<file path="src/rtl/dtbg_pkg.sv">
`timescale 1ns / 1ps

package dtbg_pkg;

	localparam int DEF_PACKET_BITS = 64;
	localparam int CNT_W           = 7;
	localparam int REP_W           = 8;
	localparam int IDX_IN_W        = 3;
	localparam int BYTE_W          = 8;
	localparam int IDLE_W          = 64;
	localparam int IDLE_BYTES      = IDLE_W / 8;
	localparam int QDEPTH          = 2;
	localparam int QPTR_W          = $clog2(QDEPTH);
	localparam int CFG_IDX_W       = 2;
	localparam logic [CNT_W-1:0] IDLE_BITS_RST = CNT_W'(64);

	typedef enum logic [1:0] {
		OP_TICK   = 2'd0,
		OP_WRITE  = 2'd1,
		OP_COMMIT = 2'd2
	} op_t;

	typedef enum logic [1:0] {
		CMD_TICK,
		CMD_WRITE,
		CMD_COMMIT,
		CMD_NOP
	} cmd_kind_t;

	typedef enum logic [CFG_IDX_W-1:0] {
		CFG_IDLE_DATA    = 2'd0,
		CFG_IDLE_BITS    = 2'd1,
		CFG_IDLE_REPEATS = 2'd2
	} cfg_reg_t;

	typedef struct packed {
		cmd_kind_t            kind;
		logic [IDX_IN_W-1:0]  byte_index;
		logic [BYTE_W-1:0]    byte_value;
		logic [CNT_W-1:0]     bit_count;
		logic [REP_W-1:0]     repeat_count;
	} cmd_t;

	typedef struct packed {
		logic [QPTR_W:0] count;
		logic            push;
		logic            pop;
	} q_stat_t;

	// zero means one bit, anything past the storage saturates
	function automatic logic [CNT_W-1:0] clamp_count(input logic [CNT_W-1:0] n,
			input int unsigned limit);
		logic [CNT_W-1:0] r;
		r = n;
		if (n == '0)
			r = CNT_W'(1);
		else if (32'(n) > limit)
			r = CNT_W'(limit);
		return r;
	endfunction

endpackage

</file>
<file path="src/rtl/dtbg_if.sv">
`timescale 1ns / 1ps

interface dtbg_in_if
	import dtbg_pkg::*;
	();
	logic                valid;
	logic                ready;
	logic [1:0]          operation;
	logic [IDX_IN_W-1:0] byte_index;
	logic [BYTE_W-1:0]   byte_value;
	logic [CNT_W-1:0]    bit_count;
	logic [REP_W-1:0]    repeat_count;

	modport source (output valid, operation, byte_index, byte_value, bit_count,
		repeat_count, input ready);
	modport sink (input valid, operation, byte_index, byte_value, bit_count,
		repeat_count, output ready);
endinterface

interface dtbg_out_if;
	logic valid;
	logic ready;
	logic track_level;
	logic bit_in_flight;
	logic pending_full;
	logic accepted;

	modport source (output valid, track_level, bit_in_flight, pending_full, accepted,
		input ready);
	modport sink (input valid, track_level, bit_in_flight, pending_full, accepted,
		output ready);
endinterface

</file>
<file path="src/rtl/dcc_track_bit_generator_top.sv">
`timescale 1ns / 1ps

// Channel   Dir  Handshake          Word
// in_ch     in   valid/ready        operation, byte_index, byte_value, bit_count, repeat_count
// out_ch    out  valid/ready        track_level, bit_in_flight, pending_full, accepted
// cfg       in   cfg_wen (no wait)  cfg_index, cfg_data
//
// One word per cycle in and one result per cycle out, sustained while out_ch is ready.
// A word passes through the two-entry command queue and then the output register.
// The queue lets the input side keep taking words while a result waits on out_ch.
// arst_n clears all state but the queue storage at once; there is no clearing pass.
module dcc_track_bit_generator_top
	import dtbg_pkg::*;
#(
	parameter int PACKET_BITS = DEF_PACKET_BITS
) (
	input  logic                 clk,
	input  logic                 arst_n,
	dtbg_in_if.sink              in_ch,
	dtbg_out_if.source           out_ch,
	input  logic                 cfg_wen,
	input  logic [CFG_IDX_W-1:0] cfg_index,
	input  logic [IDLE_W-1:0]    cfg_data
);

	cmd_t    cmd;
	logic    cmd_valid;
	logic    cmd_ready;
	q_stat_t q_stat;

	dtbg_front #(
		.PACKET_BITS (PACKET_BITS)
	) u_front (
		.clk          (clk),
		.arst_n       (arst_n),
		.in_valid     (in_ch.valid),
		.in_ready     (in_ch.ready),
		.operation    (in_ch.operation),
		.byte_index   (in_ch.byte_index),
		.byte_value   (in_ch.byte_value),
		.bit_count    (in_ch.bit_count),
		.repeat_count (in_ch.repeat_count),
		.cmd_valid    (cmd_valid),
		.cmd_ready    (cmd_ready),
		.cmd          (cmd),
		.q_stat       (q_stat)
	);

	dtbg_back #(
		.PACKET_BITS (PACKET_BITS)
	) u_back (
		.clk           (clk),
		.arst_n        (arst_n),
		.cfg_wen       (cfg_wen),
		.cfg_index     (cfg_index),
		.cfg_data      (cfg_data),
		.cmd_valid     (cmd_valid),
		.cmd_ready     (cmd_ready),
		.cmd           (cmd),
		.out_valid     (out_ch.valid),
		.out_ready     (out_ch.ready),
		.track_level   (out_ch.track_level),
		.bit_in_flight (out_ch.bit_in_flight),
		.pending_full  (out_ch.pending_full),
		.accepted      (out_ch.accepted)
	);

	// a refusal only ever happens with a packet pending
	a_refuse_pending: assert property (@(posedge clk) disable iff (!arst_n)
		out_ch.valid && !out_ch.accepted |-> out_ch.pending_full)
		else $error("refused word without a pending packet");

	a_q_bound: assert property (@(posedge clk) disable iff (!arst_n)
		q_stat.count <= (QPTR_W + 1)'(QDEPTH))
		else $error("command queue overflow");

	a_q_push: assert property (@(posedge clk) disable iff (!arst_n)
		q_stat.push && !q_stat.pop |=> q_stat.count == $past(q_stat.count) + 1'b1)
		else $error("queue count missed a push");

	a_q_pop: assert property (@(posedge clk) disable iff (!arst_n)
		q_stat.pop && !q_stat.push |=> q_stat.count == $past(q_stat.count) - 1'b1)
		else $error("queue count missed a pop");

endmodule

</file>
<file path="src/rtl/dtbg_front.sv">
`timescale 1ns / 1ps

module dtbg_front
	import dtbg_pkg::*;
#(
	parameter int PACKET_BITS = DEF_PACKET_BITS
) (
	input  logic                clk,
	input  logic                arst_n,
	input  logic                in_valid,
	output logic                in_ready,
	input  logic [1:0]          operation,
	input  logic [IDX_IN_W-1:0] byte_index,
	input  logic [BYTE_W-1:0]   byte_value,
	input  logic [CNT_W-1:0]    bit_count,
	input  logic [REP_W-1:0]    repeat_count,
	output logic                cmd_valid,
	input  logic                cmd_ready,
	output cmd_t                cmd,
	output q_stat_t             q_stat
);

	localparam logic [QPTR_W:0] Q_FULL = (QPTR_W + 1)'(QDEPTH);

	cmd_t               dec;
	cmd_t               mem_q [QDEPTH];
	logic [QPTR_W-1:0]  wr_q;
	logic [QPTR_W-1:0]  rd_q;
	logic [QPTR_W:0]    cnt_q;
	logic               push;
	logic               pop;

	// classify the word and saturate the bit count up front
	always_comb begin
		dec.byte_index   = byte_index;
		dec.byte_value   = byte_value;
		dec.bit_count    = clamp_count(bit_count, PACKET_BITS);
		dec.repeat_count = repeat_count;
		unique case (operation)
			OP_TICK:   dec.kind = CMD_TICK;
			OP_WRITE:  dec.kind = CMD_WRITE;
			OP_COMMIT: dec.kind = CMD_COMMIT;
			default:   dec.kind = CMD_NOP;
		endcase
	end

	assign in_ready  = (cnt_q != Q_FULL);
	assign cmd_valid = (cnt_q != '0);
	assign push      = in_valid && in_ready;
	assign pop       = cmd_valid && cmd_ready;
	assign cmd       = mem_q[rd_q];

	assign q_stat.count = cnt_q;
	assign q_stat.push  = push;
	assign q_stat.pop   = pop;

	always_ff @(posedge clk) begin
		if (push)
			mem_q[wr_q] <= dec;
	end

	always_ff @(posedge clk or negedge arst_n) begin
		if (!arst_n) begin
			wr_q  <= '0;
			rd_q  <= '0;
			cnt_q <= '0;
		end else begin
			if (push)
				wr_q <= wr_q + 1'b1;
			if (pop)
				rd_q <= rd_q + 1'b1;
			if (push && !pop)
				cnt_q <= cnt_q + 1'b1;
			else if (pop && !push)
				cnt_q <= cnt_q - 1'b1;
		end
	end

endmodule

</file>
<file path="src/rtl/dtbg_back.sv">
`timescale 1ns / 1ps

module dtbg_back
	import dtbg_pkg::*;
#(
	parameter int PACKET_BITS = DEF_PACKET_BITS
) (
	input  logic                 clk,
	input  logic                 arst_n,
	input  logic                 cfg_wen,
	input  logic [CFG_IDX_W-1:0] cfg_index,
	input  logic [IDLE_W-1:0]    cfg_data,
	input  logic                 cmd_valid,
	output logic                 cmd_ready,
	input  cmd_t                 cmd,
	output logic                 out_valid,
	input  logic                 out_ready,
	output logic                 track_level,
	output logic                 bit_in_flight,
	output logic                 pending_full,
	output logic                 accepted
);

	localparam int PACKET_BYTES = PACKET_BITS / 8;
	localparam int WR_BYTES     = (PACKET_BYTES < IDLE_BYTES) ? PACKET_BYTES : IDLE_BYTES;
	localparam int SEL_W        = $clog2(PACKET_BITS);
	localparam logic [SEL_W-1:0] SEL_TOP = SEL_W'(PACKET_BITS - 1);

	typedef enum logic [1:0] {
		PH_LEAD,
		PH_MID,
		PH_FALL,
		PH_TAIL
	} phase_t;

	phase_t                   phase_q, phase_d;
	logic                     level_q, level_d;
	logic                     sbit_q, sbit_d;
	logic [CNT_W-1:0]         pos_q, pos_d;
	logic [PACKET_BITS-1:0]   txd_q, txd_d;
	logic [CNT_W-1:0]         txb_q, txb_d;
	logic [REP_W-1:0]         txr_q, txr_d;
	logic [PACKET_BITS-1:0]   pd_q, pd_d;
	logic [CNT_W-1:0]         pb_q, pb_d;
	logic [REP_W-1:0]         pr_q, pr_d;
	logic                     pv_q, pv_d;
	logic                     acc_d;
	logic [IDLE_W-1:0]        idle_data_q;
	logic [CNT_W-1:0]         idle_bits_q;
	logic [REP_W-1:0]         idle_reps_q;
	logic [PACKET_BITS-1:0]   idle_img;
	logic [SEL_W-1:0]         sel;
	logic [CNT_W-1:0]         pos_nx;
	logic                     take;

	assign cmd_ready = !out_valid || out_ready;
	assign take      = cmd_valid && cmd_ready;
	assign sel       = SEL_TOP - SEL_W'(pos_q);
	assign pos_nx    = pos_q + 1'b1;

	// idle bytes land at the front of storage, the rest reads as zero
	always_comb begin
		idle_img = '0;
		for (int i = 0; i < WR_BYTES; i++)
			idle_img[PACKET_BITS-1-8*i -: 8] = idle_data_q[IDLE_W-1-8*i -: 8];
	end

	always_comb begin
		phase_d = phase_q;
		level_d = level_q;
		sbit_d  = sbit_q;
		pos_d   = pos_q;
		txd_d   = txd_q;
		txb_d   = txb_q;
		txr_d   = txr_q;
		pd_d    = pd_q;
		pb_d    = pb_q;
		pr_d    = pr_q;
		pv_d    = pv_q;
		acc_d   = 1'b1;
		if (take) begin
			unique case (cmd.kind)
				CMD_TICK: begin
					unique case (phase_q)
						PH_LEAD: begin
							level_d = 1'b1;
							phase_d = PH_MID;
							sbit_d  = txd_q[sel];
							pos_d   = pos_nx;
							// end of packet: repeat, take the pending one, or go idle
							if (pos_nx >= txb_q) begin
								pos_d = '0;
								if (txr_q != '0) begin
									txr_d = txr_q - 1'b1;
								end else if (pv_q) begin
									txd_d = pd_q;
									txb_d = pb_q;
									txr_d = pr_q;
									pv_d  = 1'b0;
								end else begin
									txd_d = idle_img;
									txb_d = clamp_count(idle_bits_q, PACKET_BITS);
									txr_d = idle_reps_q;
								end
							end
						end
						PH_MID: begin
							if (sbit_q) begin
								level_d = 1'b0;
								phase_d = PH_LEAD;
							end else begin
								phase_d = PH_FALL;
							end
						end
						PH_FALL: begin
							level_d = 1'b0;
							phase_d = PH_TAIL;
						end
						PH_TAIL: phase_d = PH_LEAD;
						default: phase_d = PH_LEAD;
					endcase
				end
				CMD_WRITE: begin
					if (pv_q) begin
						acc_d = 1'b0;
					end else begin
						for (int i = 0; i < WR_BYTES; i++)
							if (cmd.byte_index == IDX_IN_W'(i))
								pd_d[PACKET_BITS-1-8*i -: 8] = cmd.byte_value;
					end
				end
				CMD_COMMIT: begin
					if (pv_q) begin
						acc_d = 1'b0;
					end else begin
						pb_d = cmd.bit_count;
						pr_d = cmd.repeat_count;
						pv_d = 1'b1;
					end
				end
				CMD_NOP: acc_d = 1'b1;
				default: acc_d = 1'b1;
			endcase
		end
	end

	always_ff @(posedge clk or negedge arst_n) begin
		if (!arst_n) begin
			phase_q       <= PH_LEAD;
			level_q       <= 1'b0;
			sbit_q        <= 1'b0;
			pos_q         <= '0;
			txd_q         <= '0;
			txb_q         <= clamp_count(IDLE_BITS_RST, PACKET_BITS);
			txr_q         <= '0;
			pd_q          <= '0;
			pb_q          <= '0;
			pr_q          <= '0;
			pv_q          <= 1'b0;
			idle_data_q   <= '0;
			idle_bits_q   <= IDLE_BITS_RST;
			idle_reps_q   <= '0;
			out_valid     <= 1'b0;
			track_level   <= 1'b0;
			bit_in_flight <= 1'b0;
			pending_full  <= 1'b0;
			accepted      <= 1'b0;
		end else begin
			phase_q <= phase_d;
			level_q <= level_d;
			sbit_q  <= sbit_d;
			pos_q   <= pos_d;
			txd_q   <= txd_d;
			txb_q   <= txb_d;
			txr_q   <= txr_d;
			pd_q    <= pd_d;
			pb_q    <= pb_d;
			pr_q    <= pr_d;
			pv_q    <= pv_d;
			if (cfg_wen) begin
				unique case (cfg_index)
					CFG_IDLE_DATA:    idle_data_q <= cfg_data;
					CFG_IDLE_BITS:    idle_bits_q <= cfg_data[CNT_W-1:0];
					CFG_IDLE_REPEATS: idle_reps_q <= cfg_data[REP_W-1:0];
					default:          idle_reps_q <= idle_reps_q;
				endcase
			end
			if (take) begin
				out_valid     <= 1'b1;
				track_level   <= level_d;
				bit_in_flight <= sbit_d;
				pending_full  <= pv_d;
				accepted      <= acc_d;
			end else if (out_ready) begin
				out_valid <= 1'b0;
			end
		end
	end

endmodule
</file>
<file path="src/flat_wrapper.sv">
// flat-port wrapper written by rule: the top's interface ports become plain ports
module dcc_track_bit_generator_top_flat import dtbg_pkg::*;
#(
	parameter int PACKET_BITS = DEF_PACKET_BITS
)
  (clk, arst_n, cfg_wen, cfg_index, cfg_data, in_ch_valid, in_ch_operation, in_ch_byte_index, in_ch_byte_value, in_ch_bit_count, in_ch_repeat_count, in_ch_ready, out_ch_valid, out_ch_track_level, out_ch_bit_in_flight, out_ch_pending_full, out_ch_accepted, out_ch_ready);
  dtbg_in_if in_ch_i ();
  dtbg_out_if out_ch_i ();
  input  logic clk;
  input  logic arst_n;
  input  logic cfg_wen;
  input  logic [CFG_IDX_W-1:0] cfg_index;
  input  logic [IDLE_W-1:0] cfg_data;
  input wire logic [$bits(in_ch_i.valid)-1:0] in_ch_valid;
  input wire logic [$bits(in_ch_i.operation)-1:0] in_ch_operation;
  input wire logic [$bits(in_ch_i.byte_index)-1:0] in_ch_byte_index;
  input wire logic [$bits(in_ch_i.byte_value)-1:0] in_ch_byte_value;
  input wire logic [$bits(in_ch_i.bit_count)-1:0] in_ch_bit_count;
  input wire logic [$bits(in_ch_i.repeat_count)-1:0] in_ch_repeat_count;
  output wire logic [$bits(in_ch_i.ready)-1:0] in_ch_ready;
  output wire logic [$bits(out_ch_i.valid)-1:0] out_ch_valid;
  output wire logic [$bits(out_ch_i.track_level)-1:0] out_ch_track_level;
  output wire logic [$bits(out_ch_i.bit_in_flight)-1:0] out_ch_bit_in_flight;
  output wire logic [$bits(out_ch_i.pending_full)-1:0] out_ch_pending_full;
  output wire logic [$bits(out_ch_i.accepted)-1:0] out_ch_accepted;
  input wire logic [$bits(out_ch_i.ready)-1:0] out_ch_ready;
  assign in_ch_i.valid = in_ch_valid;
  assign in_ch_i.operation = in_ch_operation;
  assign in_ch_i.byte_index = in_ch_byte_index;
  assign in_ch_i.byte_value = in_ch_byte_value;
  assign in_ch_i.bit_count = in_ch_bit_count;
  assign in_ch_i.repeat_count = in_ch_repeat_count;
  assign in_ch_ready = in_ch_i.ready;
  assign out_ch_valid = out_ch_i.valid;
  assign out_ch_track_level = out_ch_i.track_level;
  assign out_ch_bit_in_flight = out_ch_i.bit_in_flight;
  assign out_ch_pending_full = out_ch_i.pending_full;
  assign out_ch_accepted = out_ch_i.accepted;
  assign out_ch_i.ready = out_ch_ready;
  dcc_track_bit_generator_top #(.PACKET_BITS(PACKET_BITS)) u_core (.clk(clk), .arst_n(arst_n), .in_ch(in_ch_i), .out_ch(out_ch_i), .cfg_wen(cfg_wen), .cfg_index(cfg_index), .cfg_data(cfg_data));
endmodule
</file>
<file path="config.mk">
export PLATFORM = sky130hd
export DESIGN_NAME = dcc_track_bit_generator_top_flat
export DESIGN_NICKNAME = d
export VERILOG_FILES = /design/src/rtl/dtbg_pkg.sv /design/src/rtl/dtbg_if.sv /design/src/rtl/dcc_track_bit_generator_top.sv /design/src/rtl/dtbg_front.sv /design/src/rtl/dtbg_back.sv /design/src/flat_wrapper.sv
export SDC_FILE = /design/constraint.sdc
export NUM_CORES = 1
export LEC_CHECK = 0
export ABC_AREA = 1
export BUFFER_PORTS_ARGS = -buffer_cell sky130_fd_sc_hd__buf_2
export CAP_MARGIN = 20
export CORE_ASPECT_RATIO = 1.5
export CORE_UTILIZATION = 40
export CTS_CLUSTER_SIZE = 24
export DETAILED_ROUTE_END_ITERATION = 6
export SLEW_MARGIN = 20
export SYNTH_ARGS = -nofsm -noshare
export SYNTH_HDL_FRONTEND = slang
export SYNTH_HIERARCHICAL = 1
export SYNTH_SLANG_ARGS = --single-unit
</file>
<file path="constraint.sdc">
create_clock -name clk -period 4.6 [get_ports clk]
set_input_delay 0.23 -clock clk [delete_from_list [all_inputs] [get_ports clk]]
set_output_delay 0.23 -clock clk [all_outputs]
set_load 0.05 [all_outputs]
</file>
Word-level counts from Yosys, hierarchy flattened

Memories as Yosys holds them, arrays and structs flattened.
Cells that the tools add are included.

Register bits: 258
RAM bits: 56
Input port bits: 99
Output and inout bits: 6
Word-level logic and storage cells: 130
Memories: 1

Add/sub/neg operators: 7
Magnitude comparators: 4
Equal/unequal tests: 17
Multiplexer cells: 34
Bitwise operators: 2
Reductions and logical operators: 36

Memories:

| memory               | depth | width | rd ports | clocked after memory_dff | write ports | RTL line         | RTL |
|---|---|---|---|---|---|---|---|
| u_core.u_front.mem_q | 2     | 28    | 1        | 0                        | 1           | dtbg_front.sv:26 | `cmd_t mem_q [QDEPTH];` |

Operators with widths:

| cell                                                        | count |
|---|---|
| two-way mux 64 bit                                          | 1 |
| two-way mux 7 bit                                           | 6 |
| AND reduction 4 bit                                         | 9 |
| two-way mux 1 bit                                           | 17 |
| two-way mux 8 bit                                           | 2 |
| > comparator 7 bit (second input constant)                  | 2 |
| zero test 7 bit                                             | 2 |
| == test 3 bit (second input constant)                       | 4 |
| == test 2 bit (second input constant)                       | 5 |
| == test 2 x 1 -> 1 bit (second input constant)              | 4 |
| zero test 2 bit                                             | 4 |
| case mux 2 bit (4 select lines)                             | 1 |
| AND reduction 2 bit                                         | 4 |
| nonzero test 8 bit                                          | 1 |
| subtractor 8 x 1 -> 8 bit (second input constant)           | 1 |
| adder 7 x 1 -> 7 bit (second input constant)                | 1 |
| greater-or-equal comparator 7 bit                           | 1 |
| less-than comparator 6 x 7 -> 1 bit (second input constant) | 1 |
| binary-select mux 1 bit (select 6 bit)                      | 1 |
| == test 3 x 2 -> 1 bit (second input constant)              | 2 |
| two-way mux 2 bit                                           | 3 |
| case mux 2 bit (3 select lines)                             | 1 |
| AND reduction 3 bit                                         | 2 |
| nonzero test 2 bit                                          | 3 |
| other kinds (15)                                            | 22 |

Longest topological paths before layout

Gate-level depths: netlist (run 1).

Depth in word-level cells: 6
Mapped depth: 20
Gate-level depth less buffers: 18

Cells and area by module

Netlist (run 1), hierarchy kept.

Modules (own cells, without submodules):

| module     | instances | cells each | area each (sq um) | seq. area each (sq um) |
|---|---|---|---|---|
| dtbg_back  | 1         | 1146       | 11375.9           | 6358.6 |
| dtbg_front | 1         | 196        | 2393.5            | 1781.7 |

Worst setup path after synthesis (run 1)

No wires, ideal clock.

Path type: register to register
From: reg u_core.u_back.pos_q[0]
To: reg u_core.u_back.txb_q[2]
Library setup time: 0.073 ns
Data arrival time: 2.581 ns
Data required time: 4.527 ns
Slack: 1.946 ns
Stages on the path, launching flop included: 20
Buffers on the path: 4
Clock period less this slack: 2.654 ns
Cell sequence: dfrtp_1 > buf_2 > inv_1 > buf_2 > nor2_1 > nand3_1 > xor2_1 > inv_1 > ha_1 > nand2_1 > a21oi_1 > a211oi_2 > nand2_2 > nand2_4 > inv_4 > nand2_4 > buf_6 > buf_6 > nor2_1 > a21oi_2

Cells in the longest elaborated chain, start to end: 3

RTL lines:

| element                           | RTL line         | RTL |
|---|---|---|
| from (decl)                       | dtbg_back.sv:39  | `logic [CNT_W-1:0] pos_q, pos_d;` |
| from (signal assigned)            | dtbg_back.sv:172 | `pos_q <= pos_d;` |
| adder 7 x 1 -> 7 bit              | dtbg_back.sv:59  | `assign pos_nx = pos_q + 1'b1;` |
| greater-or-equal comparator 7 bit | dtbg_back.sv:91  | `if (pos_nx >= txb_q) begin` |
| AND reduction 5 bit (no line)     | --               |  |
| to (signal assigned)              | dtbg_back.sv:154 | `txb_q <= clamp_count(IDLE_BITS_RST, PACKET_BITS);` |
| to (signal assigned)              | dtbg_back.sv:174 | `txb_q <= txb_d;` |
| to (decl)                         | dtbg_back.sv:41  | `logic [CNT_W-1:0] txb_q, txb_d;` |

Every way passes these cells.
A chain may end at the register's enable or synchronous reset.

Worst setup path in the final report (run 1)

From: reg u_core.u_back.pos_q[1]
To: reg u_core.u_back.txd_q[55]

Cells in the longest elaborated chain, start to end: 3

RTL lines:

| element                           | RTL line         | RTL |
|---|---|---|
| adder 7 x 1 -> 7 bit              | dtbg_back.sv:59  |  |
| greater-or-equal comparator 7 bit | dtbg_back.sv:91  |  |
| AND reduction 5 bit (no line)     | --               |  |
| to (signal assigned)              | dtbg_back.sv:173 | `txd_q <= txd_d;` |
| to (decl)                         | dtbg_back.sv:40  | `logic [PACKET_BITS-1:0] txd_q, txd_d;` |

Every way passes these cells.

==> summary.txt, run 1 <==
Outcome
  • Outcome: complete, no violations

STA
  • RSZ-0062 raised after global routing: false
  • Fin. max-slew vios: 0
  • Setup TNS: 0 ns
  • Clk_skew: 0.0188 ns
  • Hold Vio Cnt, Final: 0
  • Least-Margin Pin Slew: 0.997 ns
  • Final count of negative-setup-slack endpoints: 0
  • Minimum clock period: 3.88 ns
  • Hold_ws: 0.0152 ns
  • Fmax: 258 MHz
  • Slew headroom: 33.6%
  • Period Utilization, post-route: 84.3%

Critical path
  • Critical Path Fanout Max: 97
  • Buf/Inv on CP: 3
  • Slowest CP cell: nand2_4
  • Kind of start point of the critical path: flop
  • WS Path Type: flop to flop
  • Worst Path Arrival: 4.30 ns
  • CP endpoint kind: flop
  • Crit-path leading delay family: simple AND/OR/NAND/NOR gates
  • Data required time of the worst path: 5.02 ns
  • Critical Path Max Stage Delay: 0.66 ns
  • Crit-path cells: ha_1 > nand3_1 > nor2_1 > nand2_1 > xor2_1 > inv_1 > ha_1 > nand2_1 > a21oi_1 > a211oi_2 > nand2_2 > nand2_4 > inv_4 > nand2_4 > buf_4 > o21ai_0

Clocking
  • Skew-Pair Late Insertion Delay: 0.57 ns
  • Max clock buf depth: 3
  • # H-tree levels: 1
  • CTS tree: built
  • Clk slew on worst S/H paths: 0.06 ns
  • Clock root cell: clkbuf_16
  • Post-CTS Resized: 0
  • Clk sinks: 314
  • CTS Buf Count: 31

Yosys
  • Syn Area/Cell: 10.3 µm²
  • Synth warn: 6
  • Synth Instances: 1339
  • Post-synth design cell area: 13800 µm²
  • Syn Nets: 1452

Cells and area
  • Number of fill cells: 3125
  • Share of layout cells above drive strength 1: 17.8%
  • Final instance area: 16500 µm²
  • ANT cells: 0
  • Final core utilization: 49.0%
  • Final nets: 1623
  • Area grow syn2layout: 20.0%

Pwr
  • Max IR drop VDD: 0.000371 V
  • Power per cell area: 519 nW/µm²
  • Pleak: 7.96 nW

Global route
  • Largest net degree at the start of global routing: 121
  • First-pass GRT wire length: 51800 µm
  • Total gr overflow: 0
  • Antenna violations before repair: 0
  • GRT Resource Usage Total: 18.7%
  • Number of global-route vias before repair: 9974

Floorplanning
  • Core area: 33700 µm²
  • # IOs: 105
  • Area of the die: 35100 µm²
  • Num rows: 82
  • Die Wd: 153 µm
  • Starting Density: 40.9%
  • Die Ht: 229 µm

Placed design
  • Post-DP HPWL: 21200 µm
  • PortBufs: 104
  • DP Area: 14600 µm²
  • RePlAce Congestion: 0.862

Detailed routing
  • Iter 0 DRT Violations: 466
  • WL final: 32000 µm
  • Avg WL per Cell: 16.4 µm
  • DR vias/cell: 4.97
  • Drt drc: 0
  • First-pass iteration count of the detailed router: 5
  • Via count: 9708
  • Antenna-violating nets left: 0

Run
  • Max_cap viols: 0

Min path
  • Worst Hold Class: primary input to flop
-- what timing repair did --
item	4_1_cts	5_1_grt
hold buffers	86	0
endpoints found under the hold margin	229	0
endpoints found under the setup margin	0	0
buffers inserted	0	0
-- path summary, 6_finish.rpt --
check,from,end,slack [ns],cells after the start
worst max-delay path,u_core/u_back/pos_q[1],u_core/u_back/txd_q[55],0.72,16
worst min-delay path,cfg_data[5],u_core/u_back/idle_reps_q[5],0.02,3
worst max register to register,u_core/u_back/pos_q[1],u_core/u_back/txd_q[55],0.72,16
worst min register to register,u_core/u_back/idle_data_q[4],u_core/u_back/idle_data_q[4],0.48,2
max in group asynchronous,arst_n,u_core/u_back/txb_q[6],3.16,3
min in group asynchronous,arst_n,u_core/u_back/idle_data_q[26],0.33,2
-- routing by layer --
metal / vias up / track usage (%) / share of wire [%]
li1: 4786 / - / -
met1: 4686 / 22.0 / 41
met2: 176 / 34.5 / 53
met3: 60 / 1.74 / 2.9
met4: 0 / 7.97 / 3.7
met5: - / 0 / 0
-- report_power, final --
part / internal, W / total, W / switching (W)
Clock: 0.00155 / 0.00261 / 0.00106
Sequential: 0.00344 / 0.00384 / 0.000404
Combinational: 0.000762 / 0.00211 / 0.00134
Total: 0.00575 / 0.00856 / 0.00281
-- registers in the layout, summed over array words and instances, names as in the netlist, 8 cells and up, named ones only --
| register | count |
|---|---|
| u_core/u_back/txr_q | 8 |
| u_core/u_back/pd_q | 64 |
| u_core/u_back/idle_data_q | 64 |
| u_core/u_back/pr_q | 8 |
| u_core/u_back/idle_reps_q | 8 |
| u_core/u_back/txd_q | 64 |
| u_core/u_front/mem_q | 56 |
-- cell usage in the layout (no fill, tap or decap), types with 4 or more instances in the layout --
master / n
inv_1: 72
clkbuf_1: 4
buf_4: 10
nand3_1: 56
nand2_4: 9
o21ai_1: 7
clkbuf_16: 31
buf_2: 103
clkbuf_8: 6
clkinvlp_2: 4
nand2_1: 394
bufinv_16: 4
dfrtp_1: 255
mux2i_1: 64
o22ai_1: 7
o21ai_0: 168
clkinvlp_4: 4
nor2_2: 4
xor2_1: 12
a21oi_1: 21
nor2_1: 28
mux2_2: 72
ha_1: 14
nand4_1: 6
inv_2: 5
edfxtp_1: 56
dlygate4sd3_1: 86
-- layout make-up --
class | count | area [µm²] | area share [%]
flip-flops and latches | 314 | 8140 | 49.4
multi-input cells | 881 | 4970 | 30.1
repair buffers | 201 | 1490 | 9.01
clock buffers | 41 | 873 | 5.29
well taps | 420 | 526 | 3.18
inverters | 81 | 313 | 1.90
clock inverters | 15 | 189 | 1.14
-- through the flow --
stage	power (W)	std cells	setup WS, ns
global route	0.00903	1953	0.394
detailed placement	0.00596	1811	0.825
floorplan	0.00522	1339	1.95
global placement	0.00591	1811	0.908
finish	0.00856	1953	0.723
CTS	0.00866	1953	0.792
-- tightest hold or removal path, delay by kind of cell --
kind | cells | cell delay [ns]
buf+inv | 2 | 0.16
compound gates | 1 | 0.16
(Power assumes the default switching activity.)
==> run 2: changes to the inputs <==
- clock period: 4.6 -> 3.4 ns (I/O delays scaled with it)
==> summary.txt, run 2 (synthesized netlist as in run 1, its figures left out) <==
Outcome
  • Outcome: complete, no violations

STA
  • Fmax: 325 MHz (+26%)
  • Slew headroom: 34.8% (+1.3 points)
  • Hold Vio Cnt, Final: 0 (unchanged)
  • Minimum clock period: 3.08 ns (-0.801 ns)
  • Hold_ws: 0.248 ns (+0.233 ns)
  • Clk_skew: 0.0143 ns (-0.00453 ns)
  • Least-Margin Pin Slew: 0.978 ns (-0.0191 ns)
  • Final count of negative-setup-slack endpoints: 0 (unchanged)
  • RSZ-0062 raised after global routing: false
  • Fin. max-slew vios: 0 (unchanged)
  • Period Utilization, post-route: 90.5% (+6.2 points)
  • Setup TNS: 0 ns (unchanged)

Cells and area
  • Final core utilization: 49.6% (+0.60 points)
  • ANT cells: 0 (unchanged)
  • Most frequent cells in the layout: nand2_1, dfrtp_1, o21ai_0
  • Largest registers: u_core/u_back/idle_data_q: 64 flops, u_core/u_back/pd_q: 64 flops, u_core/u_back/txd_q: 64 flops
  • Commonest non-fill, non-tap cell in the layout: nand2_1
  • Share of layout cells above drive strength 1: 18.2% (+0.34 points)
  • Final nets: 1637 (+0.86%)
  • Final instance area: 16700 µm² (+1.2%)
  • Area grow syn2layout: 21.5%

Placed design
  • PortBufs: 104 (unchanged)
  • Post-DP HPWL: 21500 µm (+1.4%)
  • DP Area: 14600 µm² (+0.48%)
  • RePlAce Congestion: 0.852 (-1.2%)

Pwr
  • Power per cell area: 701 nW/µm² (+35%)
  • Switching Fraction: 32.2% (-0.55 points)
  • NetSw: 0.00377 W (+34%)
  • Pleak: 8.09 nW (+1.7%)
  • Int Power: 0.00793 W (+38%)
  • Combinational share of power: 25.4% (+0.8 points)
  • Clock power share: 30.9% (+0.4 points)
  • Max IR drop VDD: 0.000477 V (+29%)
  • Pwr Total: 0.0117 W (+37%)
  • Flop pwr share: 43.7% (-1.2 points)

Clocking
  • Skew-Pair Late Insertion Delay: 0.57 ns (about the same)
  • Clk sinks: 314 (unchanged)
  • # H-tree levels: 1 (unchanged)
  • Clock root cell: clkbuf_16
  • CTS Buf Count: 30 (-3.2%)
  • Clk slew on worst S/H paths: 0.06 ns (about the same)
  • Postcts setup bufs: 0 (unchanged)
  • CTS tree: built
  • Hold Buf Count CTS: 95 (+10%)
  • Post-CTS Resized: 0 (unchanged)
  • Max clock buf depth: 3 (unchanged)

Floorplanning
  • Num rows: 82 (unchanged)
  • Area of the die: 35100 µm² (unchanged)
  • Starting Density: 40.9% (unchanged)
  • Die Wd: 153 µm (unchanged)
  • Core area: 33700 µm² (unchanged)
  • # IOs: 105 (unchanged)
  • Die Ht: 229 µm (unchanged)

Detailed routing
  • DR vias/cell: 4.90 (-1.5%)
  • Iter 0 DRT Violations: 612 (+31%)
  • First-pass iteration count of the detailed router: 5 (unchanged)
  • WL final: 31800 µm (-0.60%)
  • Avg WL per Cell: 16.2 µm (-1.4%)
  • Antenna-violating nets left: 0 (unchanged)
  • Drt drc: 0 (unchanged)
  • Via count: 9640 (-0.70%)

Run
  • Max_cap viols: 0 (unchanged)

Global route
  • Largest net degree at the start of global routing: 102 (-16%)
  • First-pass GRT wire length: 52200 µm (+0.71%)
  • Number of global-route vias before repair: 9815 (-1.6%)
  • GRT Resource Usage Total: 18.8% (+0.094 points)
  • Antenna violations before repair: 0 (unchanged)
  • Total gr overflow: 0 (unchanged)

Critical path
  • Slowest CP cell: dfrtp_1
  • Buf/Inv on CP: 3 (unchanged)
  • WS Path Type: flop to flop
  • Data required time of the worst path: 3.82 ns (-1.20 ns)
  • Crit-path cells: ha_1 > nand3_1 > nor2_1 > nand2_1 > xor2_1 > inv_1 > ha_1 > nand2_1 > a21oi_1 > a211oi_2 > nand2_2 > nand2_4 > inv_4 > nand2_4 > buf_12 > o21ai_0
  • CP endpoint kind: flop
  • Critical Path Fanout Max: 74 (-24%)
  • Kind of start point of the critical path: flop
  • Worst Path Arrival: 3.50 ns (-0.80 ns)
  • Crit-path leading delay family: simple AND/OR/NAND/NOR gates
  • R2r setup slk: 0.32 ns (-0.40 ns)
  • Critical Path Max Stage Delay: 0.47 ns (-0.19 ns)

Min path
  • Worst Hold Class: primary input to async pin
-- run 2: metal layers --
metal | share of wire (%) | track usage [%] | wire length [µm]
met2 | 53 | 34.3 | 16700
met5 | 0 | 0 | 0
met4 | 3.5 | 7.97 | 1110
met1 | 41 | 22.4 | 13000
met3 | 3.2 | 1.84 | 1030
-- run 2: final cells by class --
| class | instances | area [µm²] |
|---|---|---|
| Timing Repair Buffer | 216 | 1650 |
| Clock inverter | 10 | 154 |
| Fill cell | 3114 | 17000 |
| Sequential cell | 314 | 8140 |
| Clock buffer | 46 | 950 |
| Inverter | 81 | 313 |
| Multi-Input combinational cell | 881 | 4970 |
| Tap cell | 420 | 526 |
-- run 2: final timing paths --
check | start | endpoint | depth (start not counted)
max in group asynchronous | arst_n | u_core/u_back/idle_bits_q[6] | 3
worst max register to register | u_core/u_back/pos_q[1] | u_core/u_back/txd_q[36] | 16
min in group clk | cfg_wen | u_core/u_back/idle_bits_q[6] | 3
worst min register to register | u_core/u_back/pd_q[4] | u_core/u_back/pd_q[4] | 2
worst max-delay path | u_core/u_back/pos_q[1] | u_core/u_back/txd_q[36] | 16
worst min-delay path | arst_n | u_core/u_back/pd_q[25] | 2
-- run 2: through the flow --
stage	worst slack, ns	instances
final	0.325	1968
after global routing	0.0189	1968
after CTS	0.340	1968
after detailed placement	0.366	1817
after global placement	0.464	1817
after floorplan	0.746	1339
-- run 2: power groups by stage --
stage / clock (W) / combinational, W / sequential [W]
2_1_floorplan: 0 / 0.00197 / 0.00509
3_3_place_gp: 0 / 0.00287 / 0.00515
3_5_place_dp: 0 / 0.00291 / 0.00518
4_1_cts: 0.00372 / 0.00302 / 0.00511
5_1_grt: 0.00387 / 0.00333 / 0.00520
6_report: 0.00362 / 0.00297 / 0.00511
